--- config.mk ---
export PLATFORM = sky130hd
export DESIGN_NAME = battery_gauge_charge_detect_flat
export DESIGN_NICKNAME = d
export VERILOG_FILES = /design/src/hw/rtl/bgcd_pkg.sv /design/src/hw/rtl/bgcd_in_if.sv /design/src/hw/rtl/bgcd_out_if.sv /design/src/hw/rtl/bgcd_cfg_if.sv /design/src/hw/rtl/battery_gauge_charge_detect.sv /design/src/flat_wrapper.sv
export SDC_FILE = /design/constraint.sdc
export NUM_CORES = 1
export LEC_CHECK = 0
export BUFFER_PORTS_ARGS = -buffer_cell sky130_fd_sc_hd__buf_4
export CAP_MARGIN = 20
export CORE_UTILIZATION = 40
export DETAILED_ROUTE_END_ITERATION = 12
export SYNTH_ARGS = -nofsm -noshare
export SYNTH_HDL_FRONTEND = slang
export SYNTH_SLANG_ARGS = --single-unit
--- constraint.sdc ---
create_clock -name clk -period 12.8 [get_ports clk]
set_clock_uncertainty 0.2 [all_clocks]
set_input_delay 1.28 -clock clk [delete_from_list [all_inputs] [get_ports clk]]
set_output_delay 1.28 -clock clk [all_outputs]
set_load 0.03 [all_outputs]
--- src/hw/rtl/bgcd_pkg.sv ---
// ----------------------------------------------------------------------------
// bgcd_pkg
// Shared widths, register codes and the LiPo discharge curve for the battery
// gauge with charge detection.
// ----------------------------------------------------------------------------
package bgcd_pkg;

  localparam int TAP_W      = 12;
  localparam int SUM_W      = 16;
  localparam int MV_W       = 13;
  localparam int PCT_W      = 7;
  localparam int BUCKET_W   = 4;
  localparam int SLOPE_W    = 14;
  localparam int DELTA_W    = 10;
  localparam int CFG_IDX_W  = 2;
  localparam int CFG_DATA_W = 13;

  localparam int CURVE_PTS = 16;
  localparam int SEG_W     = 4;

  // Breakpoints from full (100 %) down to empty (0 %).
  localparam logic [MV_W-1:0] CURVE_MV [CURVE_PTS] = '{
    13'd4200, 13'd4150, 13'd4100, 13'd4050, 13'd4000, 13'd3950, 13'd3900, 13'd3850,
    13'd3800, 13'd3750, 13'd3700, 13'd3650, 13'd3600, 13'd3500, 13'd3400, 13'd3300
  };
  localparam logic [PCT_W-1:0] CURVE_PCT [CURVE_PTS] = '{
    7'd100, 7'd95, 7'd90, 7'd82, 7'd75, 7'd65, 7'd55, 7'd45,
    7'd35,  7'd25, 7'd18, 7'd12, 7'd8,  7'd4,  7'd1,  7'd0
  };

  localparam logic [MV_W-1:0]  RST_ENTER_MV = 13'd4080;
  localparam logic [MV_W-1:0]  RST_EXIT_MV  = 13'd3980;
  localparam logic [DELTA_W-1:0] RST_RISE_MV = 10'd15;
  localparam logic [DELTA_W-1:0] RST_FALL_MV = 10'd10;

  typedef enum logic [CFG_IDX_W-1:0] {
    CFG_ENTER = 2'd0,
    CFG_EXIT  = 2'd1,
    CFG_RISE  = 2'd2,
    CFG_FALL  = 2'd3
  } cfg_reg_t;

  // Tens bucket of a percentage in 0..100, by parallel compares.
  function automatic logic [BUCKET_W-1:0] pct_bucket(input logic [PCT_W-1:0] pct);
    logic [BUCKET_W-1:0] b;
    b = '0;
    for (int k = 1; k <= 10; k++) begin
      if (pct >= PCT_W'(10 * k)) begin
        b = b + BUCKET_W'(1);
      end
    end
    return b;
  endfunction

endpackage

--- src/hw/rtl/bgcd_in_if.sv ---
// ----------------------------------------------------------------------------
// bgcd_in_if
// Reading channel: one tap voltage word per handshake.
// ----------------------------------------------------------------------------
interface bgcd_in_if;
  import bgcd_pkg::*;

  logic             valid;
  logic             ready;
  logic [TAP_W-1:0] tap_mv;
  logic             cold_start;

  modport source (output valid, output tap_mv, output cold_start, input ready);
  modport sink   (input valid, input tap_mv, input cold_start, output ready);
endinterface

--- src/hw/rtl/bgcd_out_if.sv ---
// ----------------------------------------------------------------------------
// bgcd_out_if
// Result channel: one gauge word per completed batch.
// ----------------------------------------------------------------------------
interface bgcd_out_if;
  import bgcd_pkg::*;

  logic                      valid;
  logic                      ready;
  logic [MV_W-1:0]           battery_mv;
  logic [PCT_W-1:0]          percent;
  logic [BUCKET_W-1:0]       bucket;
  logic                      charging;
  logic signed [SLOPE_W-1:0] slope_mv;

  modport source (output valid, output battery_mv, output percent, output bucket,
                  output charging, output slope_mv, input ready);
  modport sink   (input valid, input battery_mv, input percent, input bucket,
                  input charging, input slope_mv, output ready);
endinterface

--- src/hw/rtl/bgcd_cfg_if.sv ---
// ----------------------------------------------------------------------------
// bgcd_cfg_if
// Configuration write channel: register index and write data.
// ----------------------------------------------------------------------------
interface bgcd_cfg_if;
  import bgcd_pkg::*;

  logic                  valid;
  logic                  ready;
  logic [CFG_IDX_W-1:0]  index;
  logic [CFG_DATA_W-1:0] data;

  modport source (output valid, output index, output data, input ready);
  modport sink   (input valid, input index, input data, output ready);
endinterface

--- src/hw/rtl/battery_gauge_charge_detect.sv ---
// ----------------------------------------------------------------------------
// battery_gauge_charge_detect
// Sums batches of tap readings, maps the battery voltage onto a LiPo curve
// and keeps a charging latch driven by slope and voltage thresholds.
// ----------------------------------------------------------------------------
// Throughput: one reading per cycle, but a reading that closes a batch is held
// while the scaling stage cannot take it; the result then reaches the output register.
// The four stages (input register, voltage scaling multiply, curve segment and
// latch update, segment interpolation) each hand over through a valid bit, so
// bubbles collapse; readings that do not close a batch enter while results wait.
// Reset clears the stage valids, the batch accumulator, the previous voltage
// and the latch, and loads the register defaults; configuration is always ready.
module battery_gauge_charge_detect #(
  parameter int SAMPLES_PER_BATCH = 16
) (
  input  logic              clk,
  input  logic              rst_n,
  bgcd_in_if.sink           in_if,
  bgcd_out_if.source        out_if,
  bgcd_cfg_if.sink          cfg_if
);
  import bgcd_pkg::*;

  localparam int CNT_W   = (SAMPLES_PER_BATCH > 1) ? $clog2(SAMPLES_PER_BATCH) : 1;
  localparam int NUM_W   = SUM_W + 1;
  localparam int DIV_SH  = NUM_W + 5;
  localparam int DIV_M_W = DIV_SH + 1;
  localparam longint unsigned DIV_M =
    ((64'd1 << DIV_SH) + SAMPLES_PER_BATCH - 1) / SAMPLES_PER_BATCH;
  localparam int PROD_W  = NUM_W + DIV_M_W;
  localparam logic [CNT_W-1:0] LAST_CNT = CNT_W'(SAMPLES_PER_BATCH - 1);

  // Configuration registers.
  logic [MV_W-1:0]    enter_mv_r;
  logic [MV_W-1:0]    exit_mv_r;
  logic [DELTA_W-1:0] rise_mv_r;
  logic [DELTA_W-1:0] fall_mv_r;

  assign cfg_if.ready = 1'b1;

  always_ff @(posedge clk) begin
    if (!rst_n) begin
      enter_mv_r <= RST_ENTER_MV;
      exit_mv_r  <= RST_EXIT_MV;
      rise_mv_r  <= RST_RISE_MV;
      fall_mv_r  <= RST_FALL_MV;
    end else if (cfg_if.valid) begin
      case (cfg_reg_t'(cfg_if.index))
        CFG_ENTER: enter_mv_r <= cfg_if.data;
        CFG_EXIT:  exit_mv_r  <= cfg_if.data;
        CFG_RISE:  rise_mv_r  <= cfg_if.data[DELTA_W-1:0];
        CFG_FALL:  fall_mv_r  <= cfg_if.data[DELTA_W-1:0];
        default: ;
      endcase
    end
  end

  // Stage valids and handshake chain.
  logic v1_r, v2_r, v3_r, v4_r, out_v_r;
  logic rdy1, rdy2, rdy3, rdy4, rdy_out;
  logic s1_go, s2_go, s3_go, s4_go;
  logic end1;

  assign rdy_out = !out_v_r || out_if.ready;
  assign rdy4    = !v4_r || rdy_out;
  assign rdy3    = !v3_r || rdy4;
  assign rdy2    = !v2_r || rdy3;
  assign s4_go   = v4_r && rdy_out;
  assign s3_go   = v3_r && rdy4;
  assign s2_go   = v2_r && rdy3;
  // A reading that does not close a batch only feeds the accumulator.
  assign s1_go   = v1_r && (!end1 || rdy2);
  assign rdy1    = !v1_r || s1_go;
  assign in_if.ready = rdy1;

  // Stage 1: input register and batch accumulator.
  logic [TAP_W-1:0] tap1_r;
  logic             cold1_r;
  logic [SUM_W-1:0] sum_r;
  logic [CNT_W-1:0] cnt_r;
  logic [SUM_W-1:0] sum_nxt;

  assign end1    = (cnt_r == LAST_CNT);
  assign sum_nxt = sum_r + SUM_W'(tap1_r);

  always_ff @(posedge clk) begin
    if (!rst_n) begin
      v1_r  <= 1'b0;
      sum_r <= '0;
      cnt_r <= '0;
    end else begin
      if (rdy1) begin
        v1_r <= in_if.valid;
      end
      if (s1_go) begin
        if (end1) begin
          sum_r <= '0;
          cnt_r <= '0;
        end else begin
          sum_r <= sum_nxt;
          cnt_r <= cnt_r + CNT_W'(1);
        end
      end
    end
  end

  always_ff @(posedge clk) begin
    if (rdy1) begin
      tap1_r  <= in_if.tap_mv;
      cold1_r <= in_if.cold_start;
    end
  end

  // Stage 2: battery voltage = 2 * sum / batch size, by reciprocal multiply.
  logic [SUM_W-1:0]  sum2_r;
  logic              cold2_r;
  logic [PROD_W-1:0] scale_prod;

  assign scale_prod = PROD_W'({sum2_r, 1'b0}) * PROD_W'(DIV_M_W'(DIV_M));

  always_ff @(posedge clk) begin
    if (!rst_n) begin
      v2_r <= 1'b0;
    end else if (rdy2) begin
      v2_r <= s1_go && end1;
    end
  end

  always_ff @(posedge clk) begin
    if (rdy2) begin
      sum2_r  <= sum_nxt;
      cold2_r <= cold1_r;
    end
  end

  // Stage 3: curve segment, interpolation product and charging latch.
  logic [MV_W-1:0]           mv3_r;
  logic                      cold3_r;
  logic [MV_W-1:0]           prev_mv_r;
  logic                      latch_r;
  logic [SEG_W-1:0]          seg;
  logic                      sat_hi, sat_lo;
  logic [MV_W-1:0]           seg_off;
  logic [PCT_W-1:0]          base3;
  logic [SUM_W-6:0]          prod3;
  logic                      wide3;
  logic signed [SLOPE_W:0]   slope_w;
  logic signed [SLOPE_W:0]   fall_sum;
  logic                      latch_nxt;

  always_comb begin
    seg = '0;
    for (int i = 0; i < CURVE_PTS - 1; i++) begin
      if (mv3_r <= CURVE_MV[i] && mv3_r > CURVE_MV[i+1]) begin
        seg = SEG_W'(i);
      end
    end
  end

  assign sat_hi  = (mv3_r >= CURVE_MV[0]);
  assign sat_lo  = (mv3_r <= CURVE_MV[CURVE_PTS-1]);
  assign seg_off = mv3_r - CURVE_MV[seg + SEG_W'(1)];
  assign wide3   = ((CURVE_MV[seg] - CURVE_MV[seg + SEG_W'(1)]) == MV_W'(100));

  always_comb begin
    if (sat_hi) begin
      base3 = CURVE_PCT[0];
      prod3 = '0;
    end else if (sat_lo) begin
      base3 = CURVE_PCT[CURVE_PTS-1];
      prod3 = '0;
    end else begin
      base3 = CURVE_PCT[seg + SEG_W'(1)];
      // Offset is at most 100 and the percent step below 11, so 11 bits hold it.
      prod3 = (SUM_W-5)'(seg_off[6:0]) *
              (SUM_W-5)'(CURVE_PCT[seg] - CURVE_PCT[seg + SEG_W'(1)]);
    end
  end

  assign slope_w  = $signed({2'b00, mv3_r}) - $signed({2'b00, prev_mv_r});
  assign fall_sum = slope_w + $signed({{(SLOPE_W+1-DELTA_W){1'b0}}, fall_mv_r});

  always_comb begin
    latch_nxt = latch_r;
    if (cold3_r) begin
      latch_nxt = (mv3_r >= enter_mv_r);
    end else if (slope_w >= $signed({{(SLOPE_W+1-DELTA_W){1'b0}}, rise_mv_r})) begin
      latch_nxt = 1'b1;
    end else if (fall_sum <= 0) begin
      latch_nxt = 1'b0;
    end else if (mv3_r >= enter_mv_r) begin
      latch_nxt = 1'b1;
    end else if (mv3_r <= exit_mv_r) begin
      latch_nxt = 1'b0;
    end
  end

  always_ff @(posedge clk) begin
    if (!rst_n) begin
      v3_r      <= 1'b0;
      prev_mv_r <= '0;
      latch_r   <= 1'b0;
    end else begin
      if (rdy3) begin
        v3_r <= s2_go;
      end
      if (s3_go) begin
        prev_mv_r <= mv3_r;
        latch_r   <= latch_nxt;
      end
    end
  end

  always_ff @(posedge clk) begin
    if (rdy3) begin
      mv3_r   <= scale_prod[DIV_SH +: MV_W];
      cold3_r <= cold2_r;
    end
  end

  // Stage 4: divide the product by the segment width (50 or 100 mV).
  logic [MV_W-1:0]           mv4_r;
  logic [PCT_W-1:0]          base4_r;
  logic [SUM_W-6:0]          prod4_r;
  logic                      wide4_r;
  logic                      latch4_r;
  logic signed [SLOPE_W-1:0] slope4_r;
  logic [20:0]               q_prod;
  logic [4:0]                q50;
  logic [4:0]                q;
  logic [PCT_W-1:0]          pct4;

  // 1311 / 65536 is exact for floor(p / 50) over p < 1000.
  assign q_prod = 21'(prod4_r) * 21'd1311;
  assign q50    = q_prod[20:16];
  assign q      = wide4_r ? (q50 >> 1) : q50;
  assign pct4   = base4_r + PCT_W'(q);

  always_ff @(posedge clk) begin
    if (!rst_n) begin
      v4_r <= 1'b0;
    end else if (rdy4) begin
      v4_r <= s3_go;
    end
  end

  always_ff @(posedge clk) begin
    if (rdy4) begin
      mv4_r    <= mv3_r;
      base4_r  <= base3;
      prod4_r  <= prod3;
      wide4_r  <= wide3;
      latch4_r <= latch_nxt;
      slope4_r <= cold3_r ? '0 : slope_w[SLOPE_W-1:0];
    end
  end

  // Output register.
  logic [MV_W-1:0]           out_mv_r;
  logic [PCT_W-1:0]          out_pct_r;
  logic [BUCKET_W-1:0]       out_bucket_r;
  logic                      out_chg_r;
  logic signed [SLOPE_W-1:0] out_slope_r;

  always_ff @(posedge clk) begin
    if (!rst_n) begin
      out_v_r <= 1'b0;
    end else if (rdy_out) begin
      out_v_r <= s4_go;
    end
  end

  always_ff @(posedge clk) begin
    if (rdy_out) begin
      out_mv_r     <= mv4_r;
      out_pct_r    <= pct4;
      out_bucket_r <= pct_bucket(pct4);
      out_chg_r    <= latch4_r;
      out_slope_r  <= slope4_r;
    end
  end

  assign out_if.valid      = out_v_r;
  assign out_if.battery_mv = out_mv_r;
  assign out_if.percent    = out_pct_r;
  assign out_if.bucket     = out_bucket_r;
  assign out_if.charging   = out_chg_r;
  assign out_if.slope_mv   = out_slope_r;

  // Checks.
  a_cnt_bound: assert property (@(posedge clk) disable iff (!rst_n)
    cnt_r <= LAST_CNT)
    else $error("batch counter passed the batch size");

  a_batch_end_moves: assert property (@(posedge clk) disable iff (!rst_n)
    (s1_go && end1) |=> v2_r)
    else $error("closing reading did not reach the scaling stage");

  a_bucket_match: assert property (@(posedge clk) disable iff (!rst_n)
    out_v_r |-> ((PCT_W+1)'(out_bucket_r) * (PCT_W+1)'(10) <= (PCT_W+1)'(out_pct_r)
      && (PCT_W+1)'(out_pct_r) < (PCT_W+1)'(out_bucket_r) * (PCT_W+1)'(10) + (PCT_W+1)'(10)))
    else $error("bucket does not match percent");

  a_full_only_at_top: assert property (@(posedge clk) disable iff (!rst_n)
    out_v_r |-> ((out_pct_r == PCT_W'(100)) == (out_mv_r >= CURVE_MV[0])))
    else $error("full charge reported off the top breakpoint");

  a_latch_moves_with_batch: assert property (@(posedge clk) disable iff (!rst_n)
    !$past(s3_go) |-> $stable(latch_r))
    else $error("charging latch changed without a batch");

endmodule
--- src/flat_wrapper.sv ---
// flat-port wrapper written by rule: the top's interface ports become plain ports
module battery_gauge_charge_detect_flat import bgcd_pkg::*;
#(
  parameter int SAMPLES_PER_BATCH = 16
)
  (clk, rst_n, in_if_valid, in_if_tap_mv, in_if_cold_start, in_if_ready, out_if_valid, out_if_battery_mv, out_if_percent, out_if_bucket, out_if_charging, out_if_slope_mv, out_if_ready, cfg_if_valid, cfg_if_index, cfg_if_data, cfg_if_ready);
  bgcd_in_if in_if_i ();
  bgcd_out_if out_if_i ();
  bgcd_cfg_if cfg_if_i ();
  input  logic clk;
  input  logic rst_n;
  input wire logic [$bits(in_if_i.valid)-1:0] in_if_valid;
  input wire logic [$bits(in_if_i.tap_mv)-1:0] in_if_tap_mv;
  input wire logic [$bits(in_if_i.cold_start)-1:0] in_if_cold_start;
  output wire logic [$bits(in_if_i.ready)-1:0] in_if_ready;
  output wire logic [$bits(out_if_i.valid)-1:0] out_if_valid;
  output wire logic [$bits(out_if_i.battery_mv)-1:0] out_if_battery_mv;
  output wire logic [$bits(out_if_i.percent)-1:0] out_if_percent;
  output wire logic [$bits(out_if_i.bucket)-1:0] out_if_bucket;
  output wire logic [$bits(out_if_i.charging)-1:0] out_if_charging;
  output wire logic [$bits(out_if_i.slope_mv)-1:0] out_if_slope_mv;
  input wire logic [$bits(out_if_i.ready)-1:0] out_if_ready;
  input wire logic [$bits(cfg_if_i.valid)-1:0] cfg_if_valid;
  input wire logic [$bits(cfg_if_i.index)-1:0] cfg_if_index;
  input wire logic [$bits(cfg_if_i.data)-1:0] cfg_if_data;
  output wire logic [$bits(cfg_if_i.ready)-1:0] cfg_if_ready;
  assign in_if_i.valid = in_if_valid;
  assign in_if_i.tap_mv = in_if_tap_mv;
  assign in_if_i.cold_start = in_if_cold_start;
  assign in_if_ready = in_if_i.ready;
  assign out_if_valid = out_if_i.valid;
  assign out_if_battery_mv = out_if_i.battery_mv;
  assign out_if_percent = out_if_i.percent;
  assign out_if_bucket = out_if_i.bucket;
  assign out_if_charging = out_if_i.charging;
  assign out_if_slope_mv = out_if_i.slope_mv;
  assign out_if_i.ready = out_if_ready;
  assign cfg_if_i.valid = cfg_if_valid;
  assign cfg_if_i.index = cfg_if_index;
  assign cfg_if_i.data = cfg_if_data;
  assign cfg_if_ready = cfg_if_i.ready;
  battery_gauge_charge_detect #(.SAMPLES_PER_BATCH(SAMPLES_PER_BATCH)) u_core (.clk(clk), .rst_n(rst_n), .in_if(in_if_i), .out_if(out_if_i), .cfg_if(cfg_if_i));
endmodule
==> impl_metrics.toml <==
[status]
status = "complete, no violations"

[route]
drt_iter0_drc = 834
drt-total-wl_um = 38100
routedWlPerCell_um = 15.6
drc = 0
via_count = 13000
final_antenna_net_count = 0
drt-vias-per-instance = 5.32
first_pass_iters = 5

[clocking]
clkLatencyLatePin_ns = 0.56
cts_buffer_depth = 3
ctsHoldBuffers = 0
post_cts_buffers = 0
htree_levels = 1
clkTransAtPathRegs_ns = 0.06
numClockSinks = 212
cts.repair.resized = 0
cts_tree = "built"
numCtsBuffers = 25
clock-root-buffer = "clkbuf_16"

[power]
max-vdd-ir-drop_uv = 111
total_power_mw = 2.24
p_comb_share_pct = 28.2
powerDensity_nw_per_um2 = 118
power_leakage_nw = 8.72
switching_share_pct = 32.0
p_clk_share_pct = 33.6
internal-power_mw = 1.52
switching_power_uw = 716
power_frac_seq_pct = 38.3

[sta]
hold_violations = 0
period_share_pct = 92.6
rsz0062_at_grt = "no"
finalSetupViolCount = 0
drv_slew = 0
fin_tns_setup_ns = 0
finalWorstSetupSlack_ns = 0.953
worst_slew_pin_slew_ns = 1.03
timing.fmax_mhz = 84.4
min_period_ns = 11.85
slew_headroom_pct = 31.5

[flow_run]
cap_violations = 0

[hold_path]
hold_path.class = "reg2reg"
min_to = "u_core.mv3_r[7]"
hold_path.startpoint = "u_core.sum2_r[10]"
min_delay_path_depth = 0

[grt]
grt_max_degree = 92
grt_pass1_vias = 12600
grt_pass1_wl_um = 63700
grt-ovfl-total = 0
gr-usage-all-layers_pct = 17.8
antenna_found_initial = 0

[placement]
io_buffers = 73
placed_cell_area_um2 = 18100
place.gp.congestion = 0.917
pre_cts_slack_ns = 0.713
hpwlAfterDp_um = 29000

[synth]
avgSynthCellArea_um2 = 9.32
syn_inst = 1829
ys.flop_type = "edfxtp_1"
netlist_area_um2 = 17100
ys_seq_elements = 212
yosysTopAreaCellShare_pct = 22.4
synth_cell_types = 88
async_flop_share_pct = 0
yosysSeqAreaShare_pct = 32.3
syn_nets = 2147
yosys_warnings = 0
yosys-top-cells-area = "edfxtp_1 22%, ha_1 16%, dfxtp_1 10%"
yosysTopAreaCell = "edfxtp_1"
synth-edff-count = 127

[setup_path]
r2r_slack_ns = 0.95
cp.arrival_ns = 11.95
crit_type = "reg2reg"
critPathCaptureType = "flip-flop"
timing.rr.start = "u_core.prod4_r[8]"
cp_max_fo = 18
startpoint_type = "flip-flop"
critPathMaxStageDelay_ns = 0.55
critPathSlowestCell = "edfxtp_1"
required_ns = 12.91
rr_endpoint = "u_core.out_if.bucket[1]"
cp_common_cell = "ha_1"
r2r_cells = 42

[floorplan]
die-area_um2 = 43500
die_x_um = 208
coreArea_um2 = 42000
row_count = 75
start_util_pct = 40.6
ios = 75
chipHeight_um = 208

[cells_and_area]
ff_latch_area_um2 = 5520
fill_cells = 4057
fin_nets = 2195
syn_to_final_growth_pct = 11.5
multi_input_comb_area_um2 = 10500
layout-drive-gt1-share_pct = 7.96
fin_area_um2 = 19000
final_cell_mix = "226 x inv_1, 216 x ha_1, 206 x nand2_1, 127 x edfxtp_1, 95 x a21oi_1"
num_antenna_cells = 0
layout_commonest_cell = "inv_1"
[cell type report]
class                           instances  share of cell area (%)
Clock inverter                         13                   0.994
Multi-Input combinational cell       1326                    55.0
Tap cell                              539                    3.55
Timing Repair Buffer                   85                    3.38
Inverter                              227                    4.48
Sequential cell                       212                    29.0
Clock buffer                           33                    3.61
[power groups by stage]
stage               Combinational [mW]  Sequential [mW]  Clock, mW
finish                           0.631            0.856      0.751
global route                     0.717            0.864      0.794
detailed placement               0.631            0.870          0
global placement                 0.618            0.868          0
floorplan                        0.461            0.861          0
CTS                              0.636            0.856      0.770
[metal layers]
layer / up-vias / global-route usage [%] / wire (um)
li1: 6489 / - / -
met2: 297 / 28.8 / 17200
met4: 0 / 3.91 / 773
met5: - / 0 / 0
met1: 6113 / 25.2 / 18400
met3: 57 / 2.23 / 1650
[kinds of logic after synthesis]
logic type / Yosys count / share of synthesized area (%)
muxes: 13 / 0.778
AOI/OAI and AO/OA: 420 / 16.7
buffers and inverters: 291 / 6.46
DFF: 212 / 32.3
xor gates and xnor gates: 82 / 4.54
and+or+nand+nor: 525 / 15.2
other: 1 / 0.0220
adders and majority gates: 285 / 23.9
[flip-flops by register name (all words and copies together) (netlist names), 4 cells and up]
name / count
u_core.base4_r: 7
u_core.tap1_r: 12
u_core.mv3_r: 13
u_core.out_if.percent: 7
u_core.slope4_r: 14
u_core.fall_mv_r: 10
u_core.enter_mv_r: 13
u_core.out_if.bucket: 4
u_core.out_if.battery_mv: 13
u_core.prod4_r: 11
u_core.prev_mv_r: 13
u_core.rise_mv_r: 10
u_core.exit_mv_r: 13
u_core.sum_r: 16
u_core.sum2_r: 13
u_core.mv4_r: 13
u_core.out_if.slope_mv: 14
u_core.cnt_r: 4
[synth_stat cells (all sizes together) (47+ instances only)]
cell type / count
a21oi: 95
ha: 216
inv: 227
dfxtp: 85
nor2: 78
xnor2: 60
nand2: 207
fa: 69
a21boi: 47
clkbuf: 59
edfxtp: 127
o21ai: 62
[critical path: cells and delay by family, from the launching register on]
kind / cells / cell delay, ns
buffers and inverters: 5 / 0.49
xor gates and xnor gates: 1 / 0.36
muxes: 2 / 0.54
and+or+nand+nor: 7 / 1.91
DFF: 1 / 0.55
adders and majority gates: 12 / 4.73
AOI/OAI and AO/OA: 15 / 2.85
[worst max-delay path by stage]
stage	start	cells after the start	end	slack, ns
global route	u_core.prod4_r[8]	42	u_core.out_if.bucket[1]	0.12
finish	u_core.prod4_r[8]	42	u_core.out_if.bucket[1]	0.95
detailed placement	u_core.prod4_r[8]	41	u_core.out_if.bucket[1]	0.71
CTS	u_core.prod4_r[8]	41	u_core.out_if.bucket[1]	0.68
global placement	u_core.prod4_r[8]	41	u_core.out_if.bucket[1]	0.98
floorplan	u_core.prod4_r[8]	44	u_core.out_if.bucket[1]	1.81
[through the flow]
stage | hold WS, ns | utilization, % | instances
3_3_place_gp | 0.201 | 43.1 | 2387
4_1_cts | 0.219 | 45.2 | 2434
3_5_place_dp | 0.205 | 43.1 | 2388
2_1_floorplan | 0.200 | - | 1829
5_1_grt | 0.221 | 45.2 | 2435
6_report | 0.217 | 45.2 | 2435
(Power assumes the default switching activity.)
